`config.mk`:
```
export PLATFORM = sky130hd
export DESIGN_NAME = addressed_frame_receiver_flat
export DESIGN_NICKNAME = d
export VERILOG_FILES = /design/src/rtl/afr_pkg.sv /design/src/rtl/afr_if.sv /design/src/rtl/afr_deframer.sv /design/src/rtl/afr_out_buffer.sv /design/src/rtl/addressed_frame_receiver.sv /design/src/flat_wrapper.sv
export SDC_FILE = /design/constraint.sdc
export NUM_CORES = 1
export LEC_CHECK = 0
export ABC_AREA = 1
export ABC_CLOCK_PERIOD_IN_PS = 8400
export BUFFER_PORTS_ARGS = -buffer_cell sky130_fd_sc_hd__buf_2
export CAP_MARGIN = 10
export CORE_UTILIZATION = 42
export DETAILED_ROUTE_END_ITERATION = 10
export GPL_TIMING_DRIVEN = 0
export PLACE_DENSITY_LB_ADDON = 0.08
export SYNTH_ARGS = -nofsm -noshare
export SYNTH_HDL_FRONTEND = slang
export SYNTH_SLANG_ARGS = --single-unit
```
`constraint.sdc`:
```
create_clock -name clk -period 8.4 [get_ports clk]
set_input_delay 2.1 -clock clk [delete_from_list [all_inputs] [get_ports clk]]
set_output_delay 2.1 -clock clk [all_outputs]
set_load 0.02 [all_outputs]
```
`src/rtl/afr_pkg.sv`:
```
// ----------------------------------------------------------------------------
// afr_pkg: shared types and constants of the addressed frame receiver
// Widths of the link byte and header words, the header length, and the
// result beat type that travels from the deframer to the output buffer.
// ----------------------------------------------------------------------------
package afr_pkg;

  localparam int unsigned BYTE_W       = 8;
  localparam int unsigned WORD_W       = 32;
  localparam int unsigned OFFSET_W     = 31;
  localparam int unsigned HEADER_BYTES = 12;

  // Header byte positions: address and length fill the first two words,
  // status fills the third.
  localparam logic [OFFSET_W-1:0] STATUS_FIRST = OFFSET_W'(8);
  localparam logic [OFFSET_W-1:0] HEADER_LAST  = OFFSET_W'(HEADER_BYTES - 1);

  typedef struct packed {
    logic        [BYTE_W-1:0]   payload_byte;
    logic        [OFFSET_W-1:0] byte_offset;
    logic                       last_byte;
    logic signed [WORD_W-1:0]   frame_length;
    logic signed [WORD_W-1:0]   frame_status;
  } afr_result_t;

endpackage

```
`src/rtl/afr_if.sv`:
```
// ----------------------------------------------------------------------------
// afr_if: channel interfaces of the addressed frame receiver
// Received byte channel, payload result channel and the address write port.
// ----------------------------------------------------------------------------
interface afr_rx_if;
  logic       valid;
  logic       ready;
  logic [7:0] rx_byte;

  modport source (output valid, output rx_byte, input ready);
  modport sink   (input valid, input rx_byte, output ready);
endinterface

interface afr_payload_if;
  logic               valid;
  logic               ready;
  logic        [7:0]  payload_byte;
  logic        [30:0] byte_offset;
  logic               last_byte;
  logic signed [31:0] frame_length;
  logic signed [31:0] frame_status;

  modport source (output valid, output payload_byte, output byte_offset,
                  output last_byte, output frame_length, output frame_status,
                  input ready);
  modport sink   (input valid, input payload_byte, input byte_offset,
                  input last_byte, input frame_length, input frame_status,
                  output ready);
endinterface

interface afr_cfg_if;
  logic               valid;
  logic               ready;
  logic signed [31:0] own_address;

  modport source (output valid, output own_address, input ready);
  modport sink   (input valid, input own_address, output ready);
endinterface

```
`src/rtl/afr_deframer.sv`:
```
// ----------------------------------------------------------------------------
// afr_deframer: header collection and payload counting
// Holds the frame state and works out, for each accepted byte, the next
// state and the result beat that the byte causes, if any.
// ----------------------------------------------------------------------------
module afr_deframer
  import afr_pkg::*;
(
  input  logic                     clk,
  input  logic                     rst,
  input  logic                     take,
  input  logic [BYTE_W-1:0]        rx_byte,
  input  logic signed [WORD_W-1:0] own_address,
  output logic                     res_valid,
  output afr_result_t              res
);

  logic                in_payload;
  logic                in_payload_next;
  logic [OFFSET_W-1:0] byte_count;
  logic [OFFSET_W-1:0] byte_count_next;
  logic [63:0]         header_shift;
  logic [WORD_W-1:0]   status_word;

  logic [WORD_W-1:0]   dest_address;
  logic [WORD_W-1:0]   payload_length;
  logic [WORD_W-1:0]   count_plus;
  logic                last;
  logic                addr_match;

  // Address and length words stay in the shift register for the whole payload.
  assign dest_address   = header_shift[WORD_W-1:0];
  assign payload_length = header_shift[63:WORD_W];
  assign count_plus     = {1'b0, byte_count} + WORD_W'(1);
  // A negative length ends the frame on its first payload byte.
  assign last       = payload_length[WORD_W-1] || (count_plus >= payload_length);
  assign addr_match = (dest_address == own_address) || (dest_address == '0);

  always_comb begin
    in_payload_next = in_payload;
    byte_count_next = byte_count;
    if (!in_payload) begin
      if (byte_count >= HEADER_LAST) begin
        in_payload_next = 1'b1;
        byte_count_next = '0;
      end else begin
        byte_count_next = byte_count + OFFSET_W'(1);
      end
    end else if (last) begin
      in_payload_next = 1'b0;
      byte_count_next = '0;
    end else begin
      byte_count_next = count_plus[OFFSET_W-1:0];
    end
  end

  always_ff @(posedge clk) begin
    if (rst) begin
      in_payload   <= 1'b0;
      byte_count   <= '0;
      header_shift <= '0;
      status_word  <= '0;
    end else if (take) begin
      in_payload <= in_payload_next;
      byte_count <= byte_count_next;
      if (!in_payload) begin
        if (byte_count < STATUS_FIRST) begin
          header_shift[byte_count[2:0]*BYTE_W +: BYTE_W] <= rx_byte;
        end else begin
          status_word[byte_count[1:0]*BYTE_W +: BYTE_W] <= rx_byte;
        end
      end
    end
  end

  assign res_valid        = take && in_payload && addr_match;
  assign res.payload_byte = rx_byte;
  assign res.byte_offset  = byte_count;
  assign res.last_byte    = last;
  assign res.frame_length = payload_length;
  assign res.frame_status = status_word;

endmodule

```
`src/rtl/afr_out_buffer.sv`:
```
// ----------------------------------------------------------------------------
// afr_out_buffer: output register with skid stage
// Registers result beats and keeps one more beat aside while the consumer
// stalls, so the input side is held off only when both places are full.
// ----------------------------------------------------------------------------
module afr_out_buffer
  import afr_pkg::*;
(
  input  logic                  clk,
  input  logic                  rst,
  input  logic                  res_valid,
  input  afr_result_t           res,
  output logic                  room,
  afr_payload_if.source         payload
);

  logic        main_valid;
  logic        skid_valid;
  afr_result_t main_beat;
  afr_result_t skid_beat;
  logic        main_free;

  assign room      = !skid_valid;
  assign main_free = !main_valid || payload.ready;

  always_ff @(posedge clk) begin
    if (rst) begin
      main_valid <= 1'b0;
      skid_valid <= 1'b0;
    end else if (main_free) begin
      if (skid_valid) begin
        main_valid <= 1'b1;
        main_beat  <= skid_beat;
        skid_valid <= 1'b0;
      end else begin
        main_valid <= res_valid;
        main_beat  <= res;
      end
    end else if (res_valid) begin
      skid_valid <= 1'b1;
      skid_beat  <= res;
    end
  end

  assign payload.valid        = main_valid;
  assign payload.payload_byte = main_beat.payload_byte;
  assign payload.byte_offset  = main_beat.byte_offset;
  assign payload.last_byte    = main_beat.last_byte;
  assign payload.frame_length = main_beat.frame_length;
  assign payload.frame_status = main_beat.frame_status;

endmodule

```
`src/rtl/addressed_frame_receiver.sv`:
```
// ----------------------------------------------------------------------------
// addressed_frame_receiver: byte-serial deframer for addressed frames
// Collects a 12-byte little-endian header (address, length, status) and
// passes on the payload bytes of frames sent to this node or to broadcast.
// ----------------------------------------------------------------------------
//
//   channel   dir  handshake      content of one beat
//   -------   ---  -------------  ------------------------------------------
//   rx        in   valid/ready    rx_byte, one received link byte
//   payload   out  valid/ready    payload_byte, byte_offset, last_byte,
//                                 frame_length, frame_status
//   cfg       in   valid/ready    own_address, this node's link address
//
// A new rx beat is accepted in every cycle while the output is drained; a
// payload beat is registered in the output register or the skid stage.
// Reset (rst, synchronous) returns the block to header collection and clears
// own_address to zero. A stalled payload channel is absorbed by an output
// register and a one-beat skid stage; rx.ready drops only once both hold a
// beat. Address writes are always taken and apply from the next byte on.
//
module addressed_frame_receiver
  import afr_pkg::*;
(
  input  logic          clk,
  input  logic          rst,
  afr_rx_if.sink        rx,
  afr_cfg_if.sink       cfg,
  afr_payload_if.source payload
);

  logic signed [WORD_W-1:0] own_address;
  logic                     room;
  logic                     take;
  logic                     res_valid;
  afr_result_t              res;

  // The address register can be written at any time.
  assign cfg.ready = 1'b1;

  always_ff @(posedge clk) begin
    if (rst) begin
      own_address <= '0;
    end else if (cfg.valid) begin
      own_address <= cfg.own_address;
    end
  end

  // A byte enters whenever the skid stage is empty, so one beat can always
  // be parked even if the consumer stalls in the same cycle.
  assign rx.ready = room;
  assign take     = rx.valid && room;

  afr_deframer u_deframer (
    .clk         (clk),
    .rst         (rst),
    .take        (take),
    .rx_byte     (rx.rx_byte),
    .own_address (own_address),
    .res_valid   (res_valid),
    .res         (res)
  );

  afr_out_buffer u_out_buffer (
    .clk       (clk),
    .rst       (rst),
    .res_valid (res_valid),
    .res       (res),
    .room      (room),
    .payload   (payload)
  );

endmodule
```
`src/flat_wrapper.sv`:
```
// flat-port wrapper written by rule: the top's interface ports become plain ports
module addressed_frame_receiver_flat import afr_pkg::*;
  (clk, rst, rx_valid, rx_rx_byte, rx_ready, cfg_valid, cfg_own_address, cfg_ready, payload_valid, payload_payload_byte, payload_byte_offset, payload_last_byte, payload_frame_length, payload_frame_status, payload_ready);
  afr_rx_if rx_i ();
  afr_cfg_if cfg_i ();
  afr_payload_if payload_i ();
  input  logic clk;
  input  logic rst;
  input wire logic [$bits(rx_i.valid)-1:0] rx_valid;
  input wire logic [$bits(rx_i.rx_byte)-1:0] rx_rx_byte;
  output wire logic [$bits(rx_i.ready)-1:0] rx_ready;
  input wire logic [$bits(cfg_i.valid)-1:0] cfg_valid;
  input wire logic [$bits(cfg_i.own_address)-1:0] cfg_own_address;
  output wire logic [$bits(cfg_i.ready)-1:0] cfg_ready;
  output wire logic [$bits(payload_i.valid)-1:0] payload_valid;
  output wire logic [$bits(payload_i.payload_byte)-1:0] payload_payload_byte;
  output wire logic [$bits(payload_i.byte_offset)-1:0] payload_byte_offset;
  output wire logic [$bits(payload_i.last_byte)-1:0] payload_last_byte;
  output wire logic [$bits(payload_i.frame_length)-1:0] payload_frame_length;
  output wire logic [$bits(payload_i.frame_status)-1:0] payload_frame_status;
  input wire logic [$bits(payload_i.ready)-1:0] payload_ready;
  assign rx_i.valid = rx_valid;
  assign rx_i.rx_byte = rx_rx_byte;
  assign rx_ready = rx_i.ready;
  assign cfg_i.valid = cfg_valid;
  assign cfg_i.own_address = cfg_own_address;
  assign cfg_ready = cfg_i.ready;
  assign payload_valid = payload_i.valid;
  assign payload_payload_byte = payload_i.payload_byte;
  assign payload_byte_offset = payload_i.byte_offset;
  assign payload_last_byte = payload_i.last_byte;
  assign payload_frame_length = payload_i.frame_length;
  assign payload_frame_status = payload_i.frame_status;
  assign payload_i.ready = payload_ready;
  addressed_frame_receiver u_core (.clk(clk), .rst(rst), .rx(rx_i), .cfg(cfg_i), .payload(payload_i));
endmodule
```
**Yosys cells after proc, flatten, opt, wreduce, memory -nomap -nowiden**

Index checks and enable logic that the tools add are counted.

- Bits in registers: 370
- Input port bits: 45
- Output and inout bits: 107
- Word-level logic and storage cells: 57

- Add/subtract/negate cells: 4
- Magnitude comparators: 3
- Equal/unequal tests: 1
- Shift operators: 4
- Muxes and demuxes: 10
- Bitwise gates (word level): 4
- Reductions and logical operators: 14

Operators by type and width:

| cell | count |
|---|---|
| 2-to-1 mux 104 bit | 1 |
| 2-to-1 mux 31 bit | 3 |
| bitwise mux 64 bit | 1 |
| variable shift 8 x 34 -> 64 bit, first input constant | 1 |
| indexed part select 8 x 34 -> 64 bit | 1 |
| negation 5 -> 34 bit | 1 |
| negation 6 -> 34 bit | 1 |
| variable shift 8 x 34 -> 32 bit, first input constant | 1 |
| indexed part select 8 x 34 -> 32 bit | 1 |
| adder 31 x 1 -> 32 bit, second input constant | 1 |
| bitwise mux 32 bit | 1 |
| equality test 32 bit | 1 |
| greater-or-equal comparator 32 bit | 1 |
| logical NOT 32 bit | 1 |
| adder 31 x 1 -> 31 bit, second input constant | 1 |
| greater-or-equal comparator 31 x 4 -> 1 bit, second input constant | 1 |
| less-than comparator 31 x 4 -> 1 bit, second input constant | 1 |
| AND reduction 3 bit | 3 |
| 2-to-1 mux 1 bit | 4 |
| inverter 1 bit | 4 |
| logical AND 1 bit | 3 |
| logical OR 1 bit | 3 |
| logical NOT 1 bit | 2 |
| AND reduction 2 bit | 1 |
| OR reduction 2 bit | 1 |

**Depth between registers and ports, before layout**

Gate-level depths: netlist of run 1.

- Depth in word-level cells: 5
- Depth in mapped cells: 22
- Gate-level depth less buffers: 21

**By module**

A second synthesis of run 1 with hierarchy kept.

- Cell total of the unflattened synthesis: 2121
- Area total of the unflattened synthesis: 17669.4 um2

By module, submodules not included:

| module | instances | cells each | area each (um2) | sequential area each (um2) |
|---|---|---|---|---|
| afr_deframer | 1 | 1358 | 8644.5 | 2562.5 |
| afr_out_buffer | 1 | 556 | 7667.4 | 6286.0 |
| addressed_frame_receiver | 1 | 207 | 1357.6 | 640.6 |

**Worst setup path before layout of run 1**

OpenSTA, ideal clock, no wires.

- Kind: input-to-reg
- From: input rst
- To: register u_core.u_out_buffer.skid_beat[0] (netlist bit) (enable)
- Library setup time: 567 ps
- Arrival time: 7140 ps
- Data required time: 7833 ps
- Path slack: 693 ps
- Cell stages on the path: 5
- Buffers on the path: 2
- Cells stage by stage: clkbuf_1 clkinv_1 clkbuf_1 nand2_1 nor2_1

- Cells in the longest elaborated chain, start to end: 2

RTL lines:

| element | RTL line | source |
|---|---|---|
| from (decl) | flat_wrapper.sv:8 | `input logic rst;` |
| inverter 1 bit (no source line) | - |  |
| AND reduction 3 bit (no source line) | - |  |
| to (signal assigned) | afr_out_buffer.sv:41 | `skid_beat <= res;` |
| to (decl) | afr_out_buffer.sv:20 | `afr_result_t skid_beat;` |

Every way passes these cells.
A chain may end at the register's enable or synchronous reset.

**Worst setup path in the final report of run 1**

- From: input rst
- To: register u_core.u_out_buffer.skid_beat[22] (netlist bit) (enable)

The elaborated chain is that of the path after synthesis.

==> results of run 1 <==
[cells by family after synthesis]
logic type	Yosys count
AO/OA/AOI/OAI	325
AND/OR/NAND/NOR	772
buffers and inverters	233
flip-flops	370
XOR/XNOR	37
adder cells (fa/ha/maj)	39
other	1
[worst paths after layout]
check,cells past startpoint,to
max,6,u_core.u_out_buffer.skid_beat[22]
min,0,u_core.u_out_buffer.skid_beat[55]
max reg2reg,18,u_core.u_deframer.byte_count[11]
min reg2reg,0,u_core.u_out_buffer.skid_beat[55]
[metal layers]
metal	track usage	wire, um
met5	0	0
met4	0.0945	1660
met3	0.0359	2060
met2	0.389	21100
met1	0.321	20800
[state kept, by name, summed over array words and instances, names as in the netlist, 8 cells and up]
register	flops
u_core.u_out_buffer.payload.byte_offset	31
u_core.u_deframer.byte_count	31
u_core.u_out_buffer.skid_beat	104
u_core.u_out_buffer.payload.frame_length	32
u_core.u_out_buffer.payload.payload_byte	8
u_core.u_deframer.status_word	32
u_core.u_out_buffer.payload.frame_status	32
u_core.u_deframer.header_shift	64
u_core.own_address	32
[cells in the mapped netlist, drive strengths merged]
cell type | count | area (um2)
ha | 39 | 488
inv | 164 | 616
dfxtp | 162 | 3240
clkbuf | 50 | 188
nand4 | 25 | 156
nand2 | 413 | 1590
a21oi | 118 | 591
a31oi | 1 | 6.26
xor2 | 14 | 123
conb | 1 | 3.75
a211oi | 8 | 90.1
xnor2 | 23 | 201
clkinv | 2 | 7.51
nor2 | 265 | 1050
and3 | 1 | 6.26
or2 | 5 | 31.3
nor4 | 10 | 62.6
o21a | 1 | 7.51
o21ai | 195 | 976
edfxtp | 208 | 6250
nand3b | 1 | 7.51
buf | 17 | 104
a21o | 2 | 15.0
and2 | 1 | 6.26
nand3 | 30 | 150
nor3 | 21 | 148
[worst reg2reg max path, stage by stage, from the launching register on]
cell	delay [ps]
dfxtp_1	450
buf_2	300
nand3_1	220
nor2_2	210
nand2_1	250
nor2_4	290
nand4_1	130
nor4_1	410
ha_1	340
nand2_1	90
nor2_1	60
nand4_1	130
a21oi_1	60
nor2_1	120
nand2_1	120
nand2_1	160
buf_2	260
nand2_1	90
a21oi_1	140
[through the flow]
stage                     TNS, ps  worst slack [ps]
after global routing            0              4060
after global placement    -405940             -2630
after floorplan                 0               693
final                           0              4140
after CTS                       0              4100
after detailed placement        0              3510
[report_power, final]
part | internal (mW) | switching (mW)
clock network | 1.23 | 0.739
registers | 1.94 | 0.0196
logic | 0.0721 | 0.176
[final cells by class]
type	instances	area share
Clock buffer	60	0.0638
Multi-Input combinational cell	1174	0.299
Inverter	166	0.0326
Tap cell	511	0.0335
Buffer	67	0.0153
Clock inverter	15	0.0139
Timing Repair Buffer	154	0.0450
Sequential cell	370	0.497
==> impl_results.md, run 1 <==
- # fillers: 3648
- Inserted Clock Buffers: 41
- Min Tclk post-route: 4260 ps
- Multi-input gate area: 0.00572 mm2
- Post-CTS Repair Setup Buffers: 0
- R2r startpoint: u_core.u_deframer.byte_count[0]
- Worst reg2reg setup slack: 4470 ps
- DP Wirelength: 34400 um
- Final Util: 0.507
- Clk slew on worst S/H paths: 60 ps
- H-tree depth: 2
- Synth warn: 0
- Die Y: 198 um
- Max-slew headroom: 0.243
- Drt drc: 0
- Adder-Cell Fraction of Synth Area: 0.0303
- Crit Path Class: primary input to flip-flop
- RSZ-0062 raised after global routing: no
- GRT Residual Overflow: 0
- Post-CTS Hold Buffers: 0
- Post-Syn Area: 0.0161 mm2
- Worst-margin pin slew: 1130 ps
- Post-synthesis mux area share: 0
- Largest net degree at the start of global routing: 35
- Hold_ws: 426 ps
- HP Start: u_core.u_deframer.header_shift[55]
- Clock skew: 23.7 ps
- Final GP Congestion: 0.930
- Seq/Total Area, Yosys: 0.589
- CP top delay family: buffers and inverters
- I/O Buffers: 148
- Remaining antenna violation count: 0
- CTS resizes: 0
- DRT Wirelength: 45600 um
- Worst path most repeated cell: clkbuf_1
- # nets final: 2058
- Synth Register Bits: 370
- Worst-case clock buffer depth: 3
- Fin crit share: 0.507
- Status: finished clean
- Cells after Synth: 1777
- Die W: 198 um
- Diodes inserted: 0
- Main combinational cell family by area after synthesis: simple AND/OR/NAND/NOR gates
- Row Count: 71
- Post-synthesis compound-gate area fraction: 0.105
- Endpoints failing setup: 0
- Post-Synth XOR/XNOR Area: 0.0201
- First DRT Iteration DRCs: 827
- Hold Vio Cnt, Final: 0
- Area grow syn2layout: 18.6%
- CTS tree: done
- Critical-path top delay cell: nor2_4
- Layout Cells excl Fill: 2517
- Wire length per cell: 18.1 um
- Via density: 5.00
- Tot Pwr: 4.18 mW
- Placed cell count: 2442
- Crit path capture type: flip-flop
- Data arrival, critical path: 4500 ps
- Leakage: 7.77 nW
- Worst-path fanout max: 31
- CTS Root Cell: clkbuf_16
- Critical Path Start Type: primary input
- Vias in the first global route: 12100
- Pre-antenna DRT Iters: 7
- Die area: 0.0391 mm2
- First-pass GRT wire length: 70200 um
- Slowest stage delay, CP: 520 ps
- Share of cells above drive strength 1: 0.137
- Most frequent cells in the layout: nand2_1, nor2_1, edfxtp_1
- Nets in the synthesized netlist: 1861
- Max_cap viols: 0
- Finished Cell Area: 0.0191 mm2
- CP required: 8640 ps
- Vias: 12600
- Total GRT Usage: 0.239
- Number of buffers and inverters on the critical path: 4
- Initial antenna violation count: 0
- Post-DP Area: 0.0176 mm2
- Worst hold path class: flip-flop to flip-flop
- Worst skew pair latency: 560 ps
- Worst ir drop on vdd: 0.136 mV
- Syn avg cell area: 9.06 um2
- Worst Setup SP: rst
- Clk sinks: 370
- Starting density of the core: 0.428
- Register area: 0.00949 mm2
- Synth cell types: 39
- Crit path cell chain: clkbuf_1 -> clkinv_1 -> clkbuf_1 -> nand2_1 -> nor2_4 -> buf_12
- Io pins: 152
- Power per Cell Area: 218 mW/mm2
- Simple-Gate Fraction of Synth Area: 0.199
- Commonest non-fill, non-tap cell in the layout: nand2_1
- Fmax achieved: 235 MHz
- Core box area: 0.0377 mm2
- Final Max Tran Viols: 0
No activity file was read; power rests on OpenSTA's default activity.
==> inputs of run 2 (changes only) <==
--- a/config.mk
+++ b/config.mk
@@ -6,7 +6,7 @@
 export NUM_CORES = 1
 export LEC_CHECK = 0
 export ABC_AREA = 1
-export ABC_CLOCK_PERIOD_IN_PS = 8400
+export ABC_CLOCK_PERIOD_IN_PS = 4000
 export BUFFER_PORTS_ARGS = -buffer_cell sky130_fd_sc_hd__buf_2
 export CAP_MARGIN = 10
 export CORE_UTILIZATION = 42
==> constraint.sdc (replaced) <==
create_clock -name clk -period 4 [get_ports clk]
set_input_delay 1 -clock clk [delete_from_list [all_inputs] [get_ports clk]]
set_output_delay 1 -clock clk [all_outputs]
set_load 0.02 [all_outputs]
==> impl_results.md, run 2 (synthesis gave the netlist of run 1 again) <==
- DRT Wirelength: 45600 um
- CTS Root Cell: clkbuf_16
- Worst Setup SP: u_core.u_deframer.byte_count[0]
- CP required: 4470 ps
- Drt drc: 0
- # nets final: 2059
- Status: finished clean
- Final Max Tran Viols: 0
- Worst-margin pin slew: 1040 ps
- Die area: 0.0391 mm2
- Final GP Congestion: 0.916
- HP Start: u_core.u_deframer.header_shift[44]
- Die W: 198 um
- Pre-antenna DRT Iters: 6
- Io pins: 152
- GRT Residual Overflow: 0
- Largest net degree at the start of global routing: 36
- Worst-path fanout max: 10
- Power per Cell Area: 441 mW/mm2
- Max-slew headroom: 0.299
- Fin crit share: 0.904
- Worst-case clock buffer depth: 3
- Area grow syn2layout: 18.1%
- Vias in the first global route: 11900
- Post-place setup slack: 17.4 ps
- Die Y: 198 um
- Core box area: 0.0377 mm2
- Endpoints failing setup: 0
- Clk slew on worst S/H paths: 60 ps
- Diodes inserted: 0
- Worst hold path class: flip-flop to flip-flop
- Total GRT Usage: 0.237
- Commonest non-fill, non-tap cell in the layout: nand2_1
- Max_cap viols: 0
- First DRT Iteration DRCs: 999
- Hold Vio Cnt, Final: 0
- Worst ir drop on vdd: 0.313 mV
- Wire length per cell: 18.1 um
- Worst skew pair latency: 550 ps
- RSZ-0062 raised after global routing: no
- CTS tree: done
- Remaining antenna violation count: 0
- Top Registers: u_core.u_out_buffer.skid_beat: 104 flops, u_core.u_deframer.header_shift: 64 flops
- Critical Path Start Type: flip-flop
- Clk sinks: 370
- Worst reg2reg setup slack: 380 ps
- R2r startpoint: u_core.u_deframer.byte_count[0]
- Crit Path Class: flip-flop to flip-flop
- DP Wirelength: 34300 um
- Setup WS post-layout: 384 ps
- Most frequent cells in the layout: nand2_1, nor2_1, edfxtp_1
- Data arrival, critical path: 4090 ps
- Min Tclk post-route: 3620 ps
- Tot Pwr: 8.38 mW
- Placed cell count: 2443
- Layout Cells excl Fill: 2518
- Inserted Clock Buffers: 40
- Post-CTS Hold Buffers: 0
- Share of cells above drive strength 1: 0.137
- Initial antenna violation count: 0
- Largest Register: u_core.u_out_buffer.skid_beat
- Number of flip-flops in the largest register: 104
- Fmax achieved: 277 MHz
- Clock skew: 16.6 ps
- Vias: 12600
- CP Capture Point: u_core.u_deframer.byte_count[5]
- Row Count: 71
- Starting density of the core: 0.428
- I/O Buffers: 148
- Leakage: 7.73 nW
- Via density: 4.98
- First-pass GRT wire length: 70100 um
- FF-to-FF End: u_core.u_deframer.byte_count[5]
- Crit path capture type: flip-flop
- H-tree depth: 2
- # fillers: 3620
- R2R depth: 20
run 2: changes by cell type in the layout (fill, tap and decap cells not counted), sizes merged:
cell,delta
bufinv,-4
clkinv,+5
run 2: power by group:
part | switching [mW] | leakage, nW | internal, mW
clock | 1.51 | 0.654 | 2.23
combinational | 0.370 | 3.72 | 0.152
sequential | 0.0412 | 3.35 | 4.08
total | 1.92 | 7.73 | 6.46
run 2: worst min path at each step:
stage                                              endpoint  slack (ps)  depth (start not counted)
after floorplan           u_core.u_out_buffer.skid_beat[11]         410                          0
after global placement    u_core.u_out_buffer.skid_beat[28]         410                          0
after detailed placement  u_core.u_out_buffer.skid_beat[27]         410                          0
after CTS                 u_core.u_out_buffer.skid_beat[52]         420                          0
after global routing      u_core.u_out_buffer.skid_beat[42]         430                          0
final                     u_core.u_out_buffer.skid_beat[44]         430                          0
run 2: what timing repair did:
item,CTS,global route
pin swaps,0,1
hold endpoints to repair,0,0
buffers inserted,0,1
resized for setup,1,5
setup endpoints to repair,1,31
run 2: layout make-up:
class                      instances  area [um2]  area share
sequential                       370        9490       0.499
multi-input combinational       1174        5730       0.301
clock buffer                      58        1170      0.0616
timing repair buffer             156         903      0.0475
tap                              511         639      0.0336
inverter                         166         623      0.0328
buffer                            67         297      0.0156
clock inverter                    16         160     0.00842
run 2: worst max-delay path, cell delays in order (launching register included):
cell and delay (ps):
dfxtp_2 400, clkbuf_4 250, nand3_1 200, nor2_2 240, nand2_2 180, nor2_4 250, buf_4 150, nand3_1 70
nand2_1 140, inv_1 60, ha_1 290, a21oi_1 160, o21ai_0 100, nand2_1 60, nand2_1 70, nor2_1 160
nand2_1 120, nand2_1 170, buf_2 260, nand2_1 70, a21oi_1 130
run 2: layer usage:
metal,global-route usage,up-vias,wire length (um)
li1,-,6288,-
met1,0.327,5845,20700
met2,0.395,358,21500
met3,0.0300,59,2370
met4,0.0600,0,1010
met5,0,-,0
run 2: through the flow:
step / cell area (um2) / utilization / hold WS [ps] / setup TNS, ps
6_report: 19000 / 0.505 / 427 / 0
5_1_grt: 19000 / 0.505 / 432 / 0
4_1_cts: 19000 / 0.504 / 419 / 0
3_5_place_dp: 17700 / 0.469 / 414 / 0
3_3_place_gp: 17500 / 0.465 / 409 / -205320
2_1_floorplan: 16100 / - / 408 / 0
